## src/rtl/schm_pkg.sv

```systemverilog
`timescale 1ns / 1ps
// Shared types and constants for the Schrage makespan block.
// Used by schm_ctrl, schm_dp and schrage_makespan; depends on nothing.
package schm_pkg;

  // Request field widths on the stream ports
  localparam int unsigned FIELD_W      = 16;
  localparam int unsigned IN_DATA_W    = 3 * FIELD_W;
  localparam int unsigned MAKESPAN_W   = 24;
  localparam logic [MAKESPAN_W-1:0] MAKESPAN_MAX = '1;

  // Parameter defaults
  localparam int unsigned MAX_TASKS_DEF = 64;
  localparam int unsigned TIME_BITS_DEF = 16;

  // Controller states
  typedef enum logic [2:0] {
    ST_IDLE,
    ST_START,
    ST_SCAN,
    ST_COMMIT,
    ST_ACCUM,
    ST_OUT
  } state_e;

  // Commands from controller to datapath
  typedef struct packed {
    logic load;        // store the accepted task
    logic init;        // clear time and makespan, arm task counter
    logic scan_start;  // rewind the scan and clear the running best
    logic scan_run;    // issue store reads
    logic jump;        // move time to the smallest pending release
    logic commit;      // mark the pick and advance time
    logic accum;       // fold completion plus delivery into the makespan
    logic out_load;    // load the result register and clear the task set
  } cmd_t;

  // Status from datapath to controller
  typedef struct packed {
    logic scan_done;   // every stored task has been evaluated
    logic found;       // a ready task was picked in the last scan
    logic left_zero;   // no unscheduled task remains
    logic out_free;    // result register can take a new result
  } status_t;

endpackage

```

## src/rtl/schm_ctrl.sv

```systemverilog
`timescale 1ns / 1ps
// Controller state machine of the Schrage makespan block.
// Depends on schm_pkg for the state enum and the command and status structs.
module schm_ctrl (
  input  logic             clk_i,
  input  logic             rst_ni,
  input  logic             s_axis_tvalid_i,
  input  logic             s_axis_tlast_i,
  output logic             s_axis_tready_o,
  input  schm_pkg::status_t status_i,
  output schm_pkg::cmd_t   cmd_o
);

  schm_pkg::state_e state_q, state_d;

  // State register
  always_ff @(posedge clk_i or negedge rst_ni) begin
    if (!rst_ni) begin
      state_q <= schm_pkg::ST_IDLE;
    end else begin
      state_q <= state_d;
    end
  end

  // Next state and commands
  always_comb begin
    state_d         = state_q;
    cmd_o           = '0;
    s_axis_tready_o = 1'b0;
    case (state_q)
      schm_pkg::ST_IDLE: begin
        s_axis_tready_o = 1'b1;
        if (s_axis_tvalid_i) begin
          cmd_o.load = 1'b1;
          if (s_axis_tlast_i) begin
            state_d = schm_pkg::ST_START;
          end
        end
      end
      schm_pkg::ST_START: begin
        cmd_o.init       = 1'b1;
        cmd_o.scan_start = 1'b1;
        state_d          = schm_pkg::ST_SCAN;
      end
      schm_pkg::ST_SCAN: begin
        if (status_i.scan_done) begin
          if (status_i.found) begin
            state_d = schm_pkg::ST_COMMIT;
          end else begin
            // Nothing ready: jump time and rescan
            cmd_o.jump       = 1'b1;
            cmd_o.scan_start = 1'b1;
          end
        end else begin
          cmd_o.scan_run = 1'b1;
        end
      end
      schm_pkg::ST_COMMIT: begin
        cmd_o.commit = 1'b1;
        state_d      = schm_pkg::ST_ACCUM;
      end
      schm_pkg::ST_ACCUM: begin
        cmd_o.accum = 1'b1;
        if (status_i.left_zero) begin
          state_d = schm_pkg::ST_OUT;
        end else begin
          cmd_o.scan_start = 1'b1;
          state_d          = schm_pkg::ST_SCAN;
        end
      end
      schm_pkg::ST_OUT: begin
        if (status_i.out_free) begin
          cmd_o.out_load = 1'b1;
          state_d        = schm_pkg::ST_IDLE;
        end
      end
      default: begin
        state_d = schm_pkg::ST_IDLE;
      end
    endcase
  end

endmodule

```

## src/rtl/schm_dp.sv

```systemverilog
`timescale 1ns / 1ps
// Datapath of the Schrage makespan block: task stores, scan pipeline,
// time and makespan registers, result register. Depends on schm_pkg.
module schm_dp #(
  parameter int unsigned MAX_TASKS = schm_pkg::MAX_TASKS_DEF,
  parameter int unsigned TIME_BITS = schm_pkg::TIME_BITS_DEF
) (
  input  logic                              clk_i,
  input  logic                              rst_ni,
  input  schm_pkg::cmd_t                    cmd_i,
  output schm_pkg::status_t                 status_o,
  input  logic [schm_pkg::IN_DATA_W-1:0]    s_axis_tdata_i,
  input  logic                              m_axis_tready_i,
  output logic                              m_axis_tvalid_o,
  output logic [schm_pkg::MAKESPAN_W-1:0]   m_axis_tdata_o,
  output logic                              m_axis_tuser_o
);

  localparam int unsigned SW = (TIME_BITS < schm_pkg::FIELD_W) ? TIME_BITS : schm_pkg::FIELD_W;
  localparam int unsigned CW = $clog2(MAX_TASKS + 1);
  localparam int unsigned AW = (MAX_TASKS > 1) ? $clog2(MAX_TASKS) : 1;
  localparam int unsigned TW = SW + $clog2(MAX_TASKS + 2);
  localparam int unsigned XW = (TW > schm_pkg::MAKESPAN_W) ? TW : schm_pkg::MAKESPAN_W;
  localparam int unsigned FW = schm_pkg::FIELD_W;

  // Task stores, written while loading; marks are also set on commit
  logic [SW-1:0] rel_mem  [MAX_TASKS];
  logic [SW-1:0] proc_mem [MAX_TASKS];
  logic [SW-1:0] del_mem  [MAX_TASKS];
  logic          mark_mem [MAX_TASKS];

  logic [CW-1:0] count_q, left_q, scan_idx_q;
  logic          ovf_q;
  logic [TW-1:0] time_q, maxend_q;
  logic          rd_vld_q;
  logic [AW-1:0] rd_idx_q;
  logic [SW-1:0] rel_rd_q, proc_rd_q, del_rd_q;
  logic          mark_rd_q;
  logic          best_found_q;
  logic [AW-1:0] best_idx_q;
  logic [SW-1:0] best_rel_q, best_proc_q, best_del_q, min_rel_q;
  logic          out_vld_q, out_drop_q;
  logic [schm_pkg::MAKESPAN_W-1:0] out_span_q;

  logic          store_ok, issue, cand, better, pending;
  logic [TW-1:0] end_sum;
  logic [XW-1:0] maxend_x;

  assign store_ok = (count_q != CW'(MAX_TASKS));
  assign issue    = cmd_i.scan_run && (scan_idx_q != count_q);
  assign pending  = rd_vld_q && !mark_rd_q;
  assign cand     = pending && (TW'(rel_rd_q) <= time_q);
  assign better   = !best_found_q || (del_rd_q > best_del_q) ||
                    ((del_rd_q == best_del_q) && (rel_rd_q < best_rel_q));
  assign end_sum  = time_q + TW'(best_del_q);
  assign maxend_x = XW'(maxend_q);

  // Store writes: task fields on load, scheduled marks on load and commit
  always_ff @(posedge clk_i) begin
    if (cmd_i.load && store_ok) begin
      rel_mem[count_q[AW-1:0]]  <= s_axis_tdata_i[SW-1:0];
      proc_mem[count_q[AW-1:0]] <= s_axis_tdata_i[FW+SW-1:FW];
      del_mem[count_q[AW-1:0]]  <= s_axis_tdata_i[2*FW+SW-1:2*FW];
    end
    if (cmd_i.commit) begin
      mark_mem[best_idx_q] <= 1'b1;
    end else if (cmd_i.load && store_ok) begin
      mark_mem[count_q[AW-1:0]] <= 1'b0;
    end
  end

  // Registered store reads for the scan
  always_ff @(posedge clk_i) begin
    if (issue) begin
      rel_rd_q  <= rel_mem[scan_idx_q[AW-1:0]];
      proc_rd_q <= proc_mem[scan_idx_q[AW-1:0]];
      del_rd_q  <= del_mem[scan_idx_q[AW-1:0]];
      mark_rd_q <= mark_mem[scan_idx_q[AW-1:0]];
      rd_idx_q  <= scan_idx_q[AW-1:0];
    end
  end

  // Task count and overflow flag
  always_ff @(posedge clk_i or negedge rst_ni) begin
    if (!rst_ni) begin
      count_q <= '0;
      ovf_q   <= 1'b0;
    end else if (cmd_i.out_load) begin
      count_q <= '0;
      ovf_q   <= 1'b0;
    end else if (cmd_i.load) begin
      if (store_ok) begin
        count_q <= count_q + CW'(1);
      end else begin
        ovf_q <= 1'b1;
      end
    end
  end

  // Scan address and read-valid pipeline
  always_ff @(posedge clk_i or negedge rst_ni) begin
    if (!rst_ni) begin
      scan_idx_q <= '0;
      rd_vld_q   <= 1'b0;
    end else begin
      rd_vld_q <= issue;
      if (cmd_i.scan_start) begin
        scan_idx_q <= '0;
      end else if (issue) begin
        scan_idx_q <= scan_idx_q + CW'(1);
      end
    end
  end

  // Running best ready task and smallest pending release
  always_ff @(posedge clk_i or negedge rst_ni) begin
    if (!rst_ni) begin
      best_found_q <= 1'b0;
      min_rel_q    <= '1;
    end else if (cmd_i.scan_start) begin
      best_found_q <= 1'b0;
      min_rel_q    <= '1;
    end else begin
      if (pending && (rel_rd_q < min_rel_q)) begin
        min_rel_q <= rel_rd_q;
      end
      if (cand && better) begin
        best_found_q <= 1'b1;
      end
    end
  end

  always_ff @(posedge clk_i) begin
    if (cand && better) begin
      best_idx_q  <= rd_idx_q;
      best_rel_q  <= rel_rd_q;
      best_proc_q <= proc_rd_q;
      best_del_q  <= del_rd_q;
    end
  end

  // Time, remaining tasks and makespan
  always_ff @(posedge clk_i or negedge rst_ni) begin
    if (!rst_ni) begin
      time_q   <= '0;
      maxend_q <= '0;
      left_q   <= '0;
    end else if (cmd_i.init) begin
      time_q   <= '0;
      maxend_q <= '0;
      left_q   <= count_q;
    end else begin
      if (cmd_i.jump) begin
        time_q <= TW'(min_rel_q);
      end else if (cmd_i.commit) begin
        time_q <= time_q + TW'(best_proc_q);
        left_q <= left_q - CW'(1);
      end
      if (cmd_i.accum && (end_sum > maxend_q)) begin
        maxend_q <= end_sum;
      end
    end
  end

  // Result register, saturate the makespan
  always_ff @(posedge clk_i or negedge rst_ni) begin
    if (!rst_ni) begin
      out_vld_q <= 1'b0;
    end else if (cmd_i.out_load) begin
      out_vld_q <= 1'b1;
    end else if (m_axis_tready_i) begin
      out_vld_q <= 1'b0;
    end
  end

  always_ff @(posedge clk_i) begin
    if (cmd_i.out_load) begin
      out_drop_q <= ovf_q;
      if (maxend_x > XW'(schm_pkg::MAKESPAN_MAX)) begin
        out_span_q <= schm_pkg::MAKESPAN_MAX;
      end else begin
        out_span_q <= maxend_x[schm_pkg::MAKESPAN_W-1:0];
      end
    end
  end

  assign status_o.scan_done = (scan_idx_q == count_q) && !rd_vld_q;
  assign status_o.found     = best_found_q;
  assign status_o.left_zero = (left_q == '0);
  assign status_o.out_free  = !out_vld_q || m_axis_tready_i;

  assign m_axis_tvalid_o = out_vld_q;
  assign m_axis_tdata_o  = out_span_q;
  assign m_axis_tuser_o  = out_drop_q;

  // Checks
  a_scan_in_range: assert property (@(posedge clk_i) disable iff (!rst_ni)
    cmd_i.scan_run |-> (scan_idx_q <= count_q))
    else $error("scan address passed the task count");

  a_count_bound: assert property (@(posedge clk_i) disable iff (!rst_ni)
    count_q <= CW'(MAX_TASKS)) else $error("task count beyond store depth");

  a_commit_found: assert property (@(posedge clk_i) disable iff (!rst_ni)
    cmd_i.commit |-> best_found_q) else $error("commit without a ready task");

  a_left_bound: assert property (@(posedge clk_i) disable iff (!rst_ni)
    cmd_i.commit |-> (left_q != '0)) else $error("commit with no task left");

endmodule

```

## src/rtl/schrage_makespan.sv

```systemverilog
`timescale 1ns / 1ps
// Top level of the Schrage makespan block: controller plus datapath.
// Depends on schm_pkg, schm_ctrl and schm_dp.
//
// Usage: tasks arrive on the s_axis channel, one request per cycle while
// the block is loading. Each request carries release, processing and
// delivery time in tdata; tlast marks the final task of a set. Up to
// MAX_TASKS tasks are stored; further tasks are dropped and flagged.
// After the tlast request the block schedules the stored N tasks with the
// non-preemptive Schrage rule and sends one result on m_axis: the makespan
// in tdata (saturated to 24 bits) and the drop flag in tuser.
// Each pick takes one scan over the store through the single registered
// store read port, then a commit and an accumulate step; a scan that
// finds no released task costs one extra scan before the pick. A start
// step precedes the first scan and a result load follows the last pick.
// s_axis_tready stays low during scheduling and while a new result waits
// for the result register to empty; a result held by a stalled receiver
// does not block loading of the next set.
// Reset clears the task count, the flags and the result valid; the stores
// need no clearing pass.
module schrage_makespan #(
  parameter int unsigned MAX_TASKS = schm_pkg::MAX_TASKS_DEF,
  parameter int unsigned TIME_BITS = schm_pkg::TIME_BITS_DEF
) (
  input  logic                             clk_i,
  input  logic                             rst_ni,
  input  logic                             s_axis_tvalid_i,
  output logic                             s_axis_tready_o,
  // release_time [15:0], processing_time [31:16], delivery_time [47:32]
  input  logic [schm_pkg::IN_DATA_W-1:0]   s_axis_tdata_i,
  input  logic                             s_axis_tlast_i,
  output logic                             m_axis_tvalid_o,
  input  logic                             m_axis_tready_i,
  // makespan [23:0]
  output logic [schm_pkg::MAKESPAN_W-1:0]  m_axis_tdata_o,
  // task_dropped [0]
  output logic                             m_axis_tuser_o
);

  schm_pkg::cmd_t    cmd;
  schm_pkg::status_t status;

  schm_ctrl u_ctrl (
    .clk_i           (clk_i),
    .rst_ni          (rst_ni),
    .s_axis_tvalid_i (s_axis_tvalid_i),
    .s_axis_tlast_i  (s_axis_tlast_i),
    .s_axis_tready_o (s_axis_tready_o),
    .status_i        (status),
    .cmd_o           (cmd)
  );

  schm_dp #(
    .MAX_TASKS (MAX_TASKS),
    .TIME_BITS (TIME_BITS)
  ) u_dp (
    .clk_i           (clk_i),
    .rst_ni          (rst_ni),
    .cmd_i           (cmd),
    .status_o        (status),
    .s_axis_tdata_i  (s_axis_tdata_i),
    .m_axis_tready_i (m_axis_tready_i),
    .m_axis_tvalid_o (m_axis_tvalid_o),
    .m_axis_tdata_o  (m_axis_tdata_o),
    .m_axis_tuser_o  (m_axis_tuser_o)
  );

endmodule

```

## config.mk

```make
export PLATFORM = sky130hd
export DESIGN_NAME = schrage_makespan
export DESIGN_NICKNAME = d
export VERILOG_FILES = /design/src/rtl/schm_pkg.sv /design/src/rtl/schm_ctrl.sv /design/src/rtl/schm_dp.sv /design/src/rtl/schrage_makespan.sv
export SDC_FILE = /design/constraint.sdc
export NUM_CORES = 2
export LEC_CHECK = 0
export BUFFER_PORTS_ARGS = -buffer_cell sky130_fd_sc_hd__clkbuf_2
export CORE_ASPECT_RATIO = 1.4
export CORE_MARGIN = 5
export CORE_UTILIZATION = 24
export CTS_CLUSTER_DIAMETER = 100
export CTS_CLUSTER_SIZE = 40
export DETAILED_ROUTE_END_ITERATION = 8
export SYNTH_ARGS = -nofsm -noshare
export SYNTH_HDL_FRONTEND = slang
export SYNTH_HIERARCHICAL = 1
export SYNTH_SLANG_ARGS = --single-unit
```

## constraint.sdc

```tcl
create_clock -name clk_i -period 4.65 [get_ports clk_i]
set_input_delay 0.465 -clock clk_i [delete_from_list [all_inputs] [get_ports clk_i]]
set_output_delay 0.465 -clock clk_i [all_outputs]
set_load 0.01 [all_outputs]
```

==> impl_summary.md <==
Timing
The final critical delay including setup and external delays is about 4.4 ns. Across all setup checks in the final design, the least slack found is around 0.26 ns. The max-slew headroom at the worst pin is between 10% and 20%. The fmax is roughly 0.23 GHz. The worst setup skew after layout is a little under 0.08 ns. After routing, the total negative slack on setup checks comes to 0 ns. Dividing the final minimum period by the clock period gives 94.3%. The final max-slew violation count is 0.

The number of endpoints failing setup at the final stage is 0. On the final layout, the worst hold slack is about 0.049 ns. The final count of hold timing violations is 0.

For the pin with the worst max-slew slack, the measured transition is roughly 1.3 ns. Setup repair after global routing left no endpoint under its margin.

CTS
In this run the number of H-tree levels came out at 3. The tree is rooted in a sky130_fd_sc_hd__clkbuf_16. The clock passes through at most 3 buffers.

The count of clock tree sinks is roughly 3400. Once the clock tree was built, the setup fixing pass inserted 0 buffers. The clock tree from TritonCTS is done. The clock network latency to the later pin of the worst-skew pair is between 0.8 and 0.9 ns. The clock-pin slew reported for the worst setup and hold paths after clock tree synthesis is about 0.16 ns. Counting the buffers created by CTS gives 98.

Synthesis
The commonest register cell after synthesis is sky130_fd_sc_hd__edfxtp_1. The flop and latch count out of synthesis is ~3400. The synthesized design spends more area on one cell type than any other, namely sky130_fd_sc_hd__edfxtp_1.

After synthesis, the cell types taking the most area are sky130_fd_sc_hd__edfxtp_1 75%, sky130_fd_sc_hd__mux4_2 17%, sky130_fd_sc_hd__dfrtp_1 1.4%. Of the post-synthesis cell area, the dominant cell type holds 74.6%. For this run, asynchronously set or reset flops after synthesis account for 2.68%.

The number of different library cells used by synthesis comes to 70. During synthesis, Yosys emitted a total of 6 warnings. The synthesized netlist occupies a cell area of between 100000 and 150000 sq um.

Synthesis produced a netlist whose cell count is 5806. After synthesis, the mean cell area works out to 22.7 sq um. The fraction of the yosys area taken by sequential cells is approximately 76%.

When the netlist entered floorplanning its net count stood at roughly 6000. The synthesized design contains roughly 3300 enable-type register cells.

Critical path
The data required time of the worst path is approximately 5.3 ns. The signal on the critical path passes through ha_1, fa_1, a21oi_1, nand4b_1, a2111oi_1, buf_4, o31ai_1, buf_4, xnor2_1, ha_1, a211oi_1, o21ai_0, a311oi_1, buf_4, a21oi_1, a21bo_2, buf_12, mux2i_1, nor2_1. The worst setup path is of the reg -> reg kind.

The setup check on the worst reg-to-reg path leaves a slack of 0.26 ns. The capture instance of the worst register-to-register path is u_dp/maxend_q[6]. For the worst setup path, the data arrival time is around 5 ns. The kind of cell adding the most delay to the critical path is compound AO/OA/AOI/OAI gates. The type of destination of the critical path is a register. The worst stage delay on the critical path is approximately 0.42 ns. The most numerous cell type found on the critical path is sky130_fd_sc_hd__buf_4. The worst reg-to-reg path cell count is 19. The critical path startpoint is u_dp/time_q[0]. Counting both buffers and inverters, the worst setup path holds a total of 4.

In this run the worst path has a maximum fanout of 16. The startpoint identified for the worst register-to-register timing path is u_dp/time_q[0]. The sort of element at the start of the critical path is a register. The slowest stage of the critical path belongs to the cell sky130_fd_sc_hd__dfrtp_1.

Cells and area
Summing all multi-input logic gate instances after layout gives between 30000 and 40000 sq um. The fraction of final layout cells with drive strength greater than 1 is between 20% and 30%. At the end of the flow, the number of nets in the layout was a little over 6000. After filler insertion, the fill cell instance count of the layout stands at between 50000 and 60000. The area growth from synthesis to layout is 10.8%. Across the whole layout, storage elements account for roughly 100000 sq um.

Power and ir drop
In this run the static leakage power is approximately 43 nW. The power density of the placed cells is roughly 480 nW/um^2. The worst-case IR drop observed on VDD is slightly below 400 uV.

Global route
The initial antenna violation count is 34. For this run the aggregate overflow at the end of global routing stands at 0. The number of global-route vias before repair is roughly 63000. The global routing usage summed across all routing layers is between 10% and 20%. Entering global routing, the biggest net connects 105 pins. The global-route wire length before repair is 501000 um.

Route
In the detailed route, the total length drawn on met2 is around 190000 um. The DRC violation total after the first TritonRoute iteration is 7678. The count of antenna-violating nets left after detailed routing is 0.

For this block, the via count after detailed routing is 61600. The first TritonRoute pass finished after 5 iterations. The length of routed met3 wiring is roughly 21000 um. The detailed-route vias per instance is between 4 and 5. The wire length on met1 is approximately 130000 um. The final layout contains routed wiring with a total length of around 360000 um. The final routed wire length divided by cell count is 27.1 um.

The highest layer touched by signal routing is met5. The final routed DRC violation total is 0.

Floorplan
In this run the horizontal extent of the chip is around 640 um. The die is approximately 890 um tall. The I/O pin count is 80. The area of the core region is approximately 550000 sq um. Row generation in the floorplan step produced 322 rows. The die covers 564000 sq um. Once the floorplan was initialized, standard cells occupied 24.0% of the core.

Placed design
The final estimated routing congestion in global placement is slightly above 0.8. OpenSTA, run right after detailed placement, puts the worst setup slack at roughly 0.24 ns. Buffers placed on the I/O ports in this run total approximately 80. The half-perimeter wire length after placement is a little over 200000 um.

Hold path
For hold timing, the worst endpoint is u_dp/m_axis_tvalid_o. The cell depth of the worst min-delay path is 3. In this run the most critical hold path is launched from m_axis_tready_i. In this run the worst hold path is classified as in -> reg.

Run status
The flow ran to the end, and the final reports show no timing, DRC or antenna violations.

Flow run
The reported max-cap violation count is 0.
tightest hold or removal path, cell delays in order:
cell,delay (ns)
sky130_fd_sc_hd__clkbuf_2,0.07
sky130_fd_sc_hd__nand2b_1,0.17
sky130_fd_sc_hd__nand2b_1,0.07
cells in the final DEF, fill, tap and decap left out, types with 68 or more instances in the layout:
| cell | count |
|---|---|
| sky130_fd_sc_hd__a21oi_1 | 89 |
| sky130_fd_sc_hd__buf_4 | 167 |
| sky130_fd_sc_hd__clkbuf_16 | 99 |
| sky130_fd_sc_hd__clkbuf_2 | 77 |
| sky130_fd_sc_hd__dfrtp_1 | 68 |
| sky130_fd_sc_hd__edfxtp_1 | 3269 |
| sky130_fd_sc_hd__ha_1 | 122 |
| sky130_fd_sc_hd__inv_1 | 107 |
| sky130_fd_sc_hd__mux4_2 | 997 |
| sky130_fd_sc_hd__nand2_1 | 75 |
| sky130_fd_sc_hd__nor2_1 | 178 |
area by class of cell:
cell class / instances / area share (%)
multi-input cells: 2046 / 20.6
diodes: 8 / 0.0137
clock buffers: 112 / 1.74
repair buffers: 310 / 2.02
flip-flops and latches: 3359 / 68.9
well taps: 7290 / 6.25
clock inverters: 13 / 0.191
inverters: 108 / 0.278
synth_stat cells (6+ instances only):
master                      number
sky130_fd_sc_hd__a2111oi_0       9
sky130_fd_sc_hd__a211o_1        16
sky130_fd_sc_hd__a211oi_1       19
sky130_fd_sc_hd__a21o_1         43
sky130_fd_sc_hd__a21oi_1        89
sky130_fd_sc_hd__a221o_1        10
sky130_fd_sc_hd__and3_1         15
sky130_fd_sc_hd__buf_1          28
sky130_fd_sc_hd__buf_2          84
sky130_fd_sc_hd__buf_4           9
sky130_fd_sc_hd__clkbuf_1      168
sky130_fd_sc_hd__dfrtp_1        74
sky130_fd_sc_hd__dfstp_2        16
sky130_fd_sc_hd__edfxtp_1     3269
sky130_fd_sc_hd__ha_1          122
sky130_fd_sc_hd__inv_1         107
sky130_fd_sc_hd__mux2_2         28
sky130_fd_sc_hd__mux2i_1        38
sky130_fd_sc_hd__mux4_2        997
sky130_fd_sc_hd__nand2_1        75
sky130_fd_sc_hd__nand2b_1       17
sky130_fd_sc_hd__nand3_1        22
sky130_fd_sc_hd__nand3b_1        7
sky130_fd_sc_hd__nand4_1        24
sky130_fd_sc_hd__nor2_1        243
sky130_fd_sc_hd__nor2b_1        28
sky130_fd_sc_hd__nor3_1         22
sky130_fd_sc_hd__nor4_1          7
sky130_fd_sc_hd__o2111ai_1       6
sky130_fd_sc_hd__o211ai_1        7
sky130_fd_sc_hd__o21a_1         12
sky130_fd_sc_hd__o21ai_0        46
sky130_fd_sc_hd__o22ai_1        14
sky130_fd_sc_hd__o31ai_1         6
sky130_fd_sc_hd__or3_1          14
sky130_fd_sc_hd__xnor2_1        27
sky130_fd_sc_hd__xor2_1         18
worst max path at each step:
| stage | end | cells past startpoint |
|---|---|---|
| after floorplan | u_dp/del_mem[42][0] | 9 |
| after global routing | u_dp/maxend_q[0] | 19 |
| after CTS | u_dp/maxend_q[6] | 16 |
| after global placement | u_dp/maxend_q[8] | 20 |
| final | u_dp/maxend_q[6] | 19 |
| after detailed placement | u_dp/maxend_q[6] | 16 |
power breakdown:
part | internal, W | total [W] | switching (W) | leakage, nW
registers | 0.0348 | 0.0360 | 0.00116 | 30.6
clock network | 0.00409 | 0.0127 | 0.00858 | 1.36
logic | 0.0104 | 0.0220 | 0.0116 | 11.0
repair_timing:
item                                   4_1_cts  5_1_grt
gates resized for setup                      0        2
setup endpoints to repair                    0       16
endpoints found under the hold margin       40        0
hold buffers                                 2        0
routing by layer:
metal / track usage, % / vias up
li1: - / 24500
met1: 14.8 / 34200
met2: 22.6 / 2468
met3: 1.36 / 499
met4: 4.60 / 4
met5: 0 / -
state kept, by name (all words and copies together), names as in the netlist, 3 cells and up:
signal	count
u_ctrl/state_q	3
u_dp/best_del_q	16
u_dp/best_idx_q	6
u_dp/best_proc_q	16
u_dp/best_rel_q	16
u_dp/count_q	7
u_dp/del_mem	1024
u_dp/del_rd_q	16
u_dp/left_q	7
u_dp/m_axis_tdata_o	23
u_dp/mark_mem	64
u_dp/maxend_q	23
u_dp/min_rel_q	16
u_dp/proc_mem	1024
u_dp/proc_rd_q	16
u_dp/rd_idx_q	6
u_dp/rel_mem	1024
u_dp/rel_rd_q	16
u_dp/scan_idx_q	7
u_dp/time_q	23
per-stage QoR:
stage	util [%]	total power [W]	area [sq um]	std cells
final	26.6	0.0707	146000	13200
after global routing	26.6	0.0736	146000	13200
after CTS	26.6	0.0713	146000	13200
after detailed placement	26.1	0.0590	143000	13100
after global placement	26.1	0.0586	143000	13100
after floorplan	-	0.0514	132000	5806
kinds of logic after synthesis:
| group | after synthesis | synth area share, % |
|---|---|---|
| XOR/XNOR | 45 | 0.299 |
| other | 1 | 0.00285 |
| AO/OA/AOI/OAI | 316 | 1.61 |
| adder cells (fa/ha/maj) | 124 | 1.19 |
| flip-flops | 3359 | 76.3 |
| AND/OR/NAND/NOR | 497 | 1.75 |
| buffers and inverters | 401 | 1.27 |
| multiplexers | 1063 | 17.6 |
Note: power is estimated with default switching activity, not from simulation.
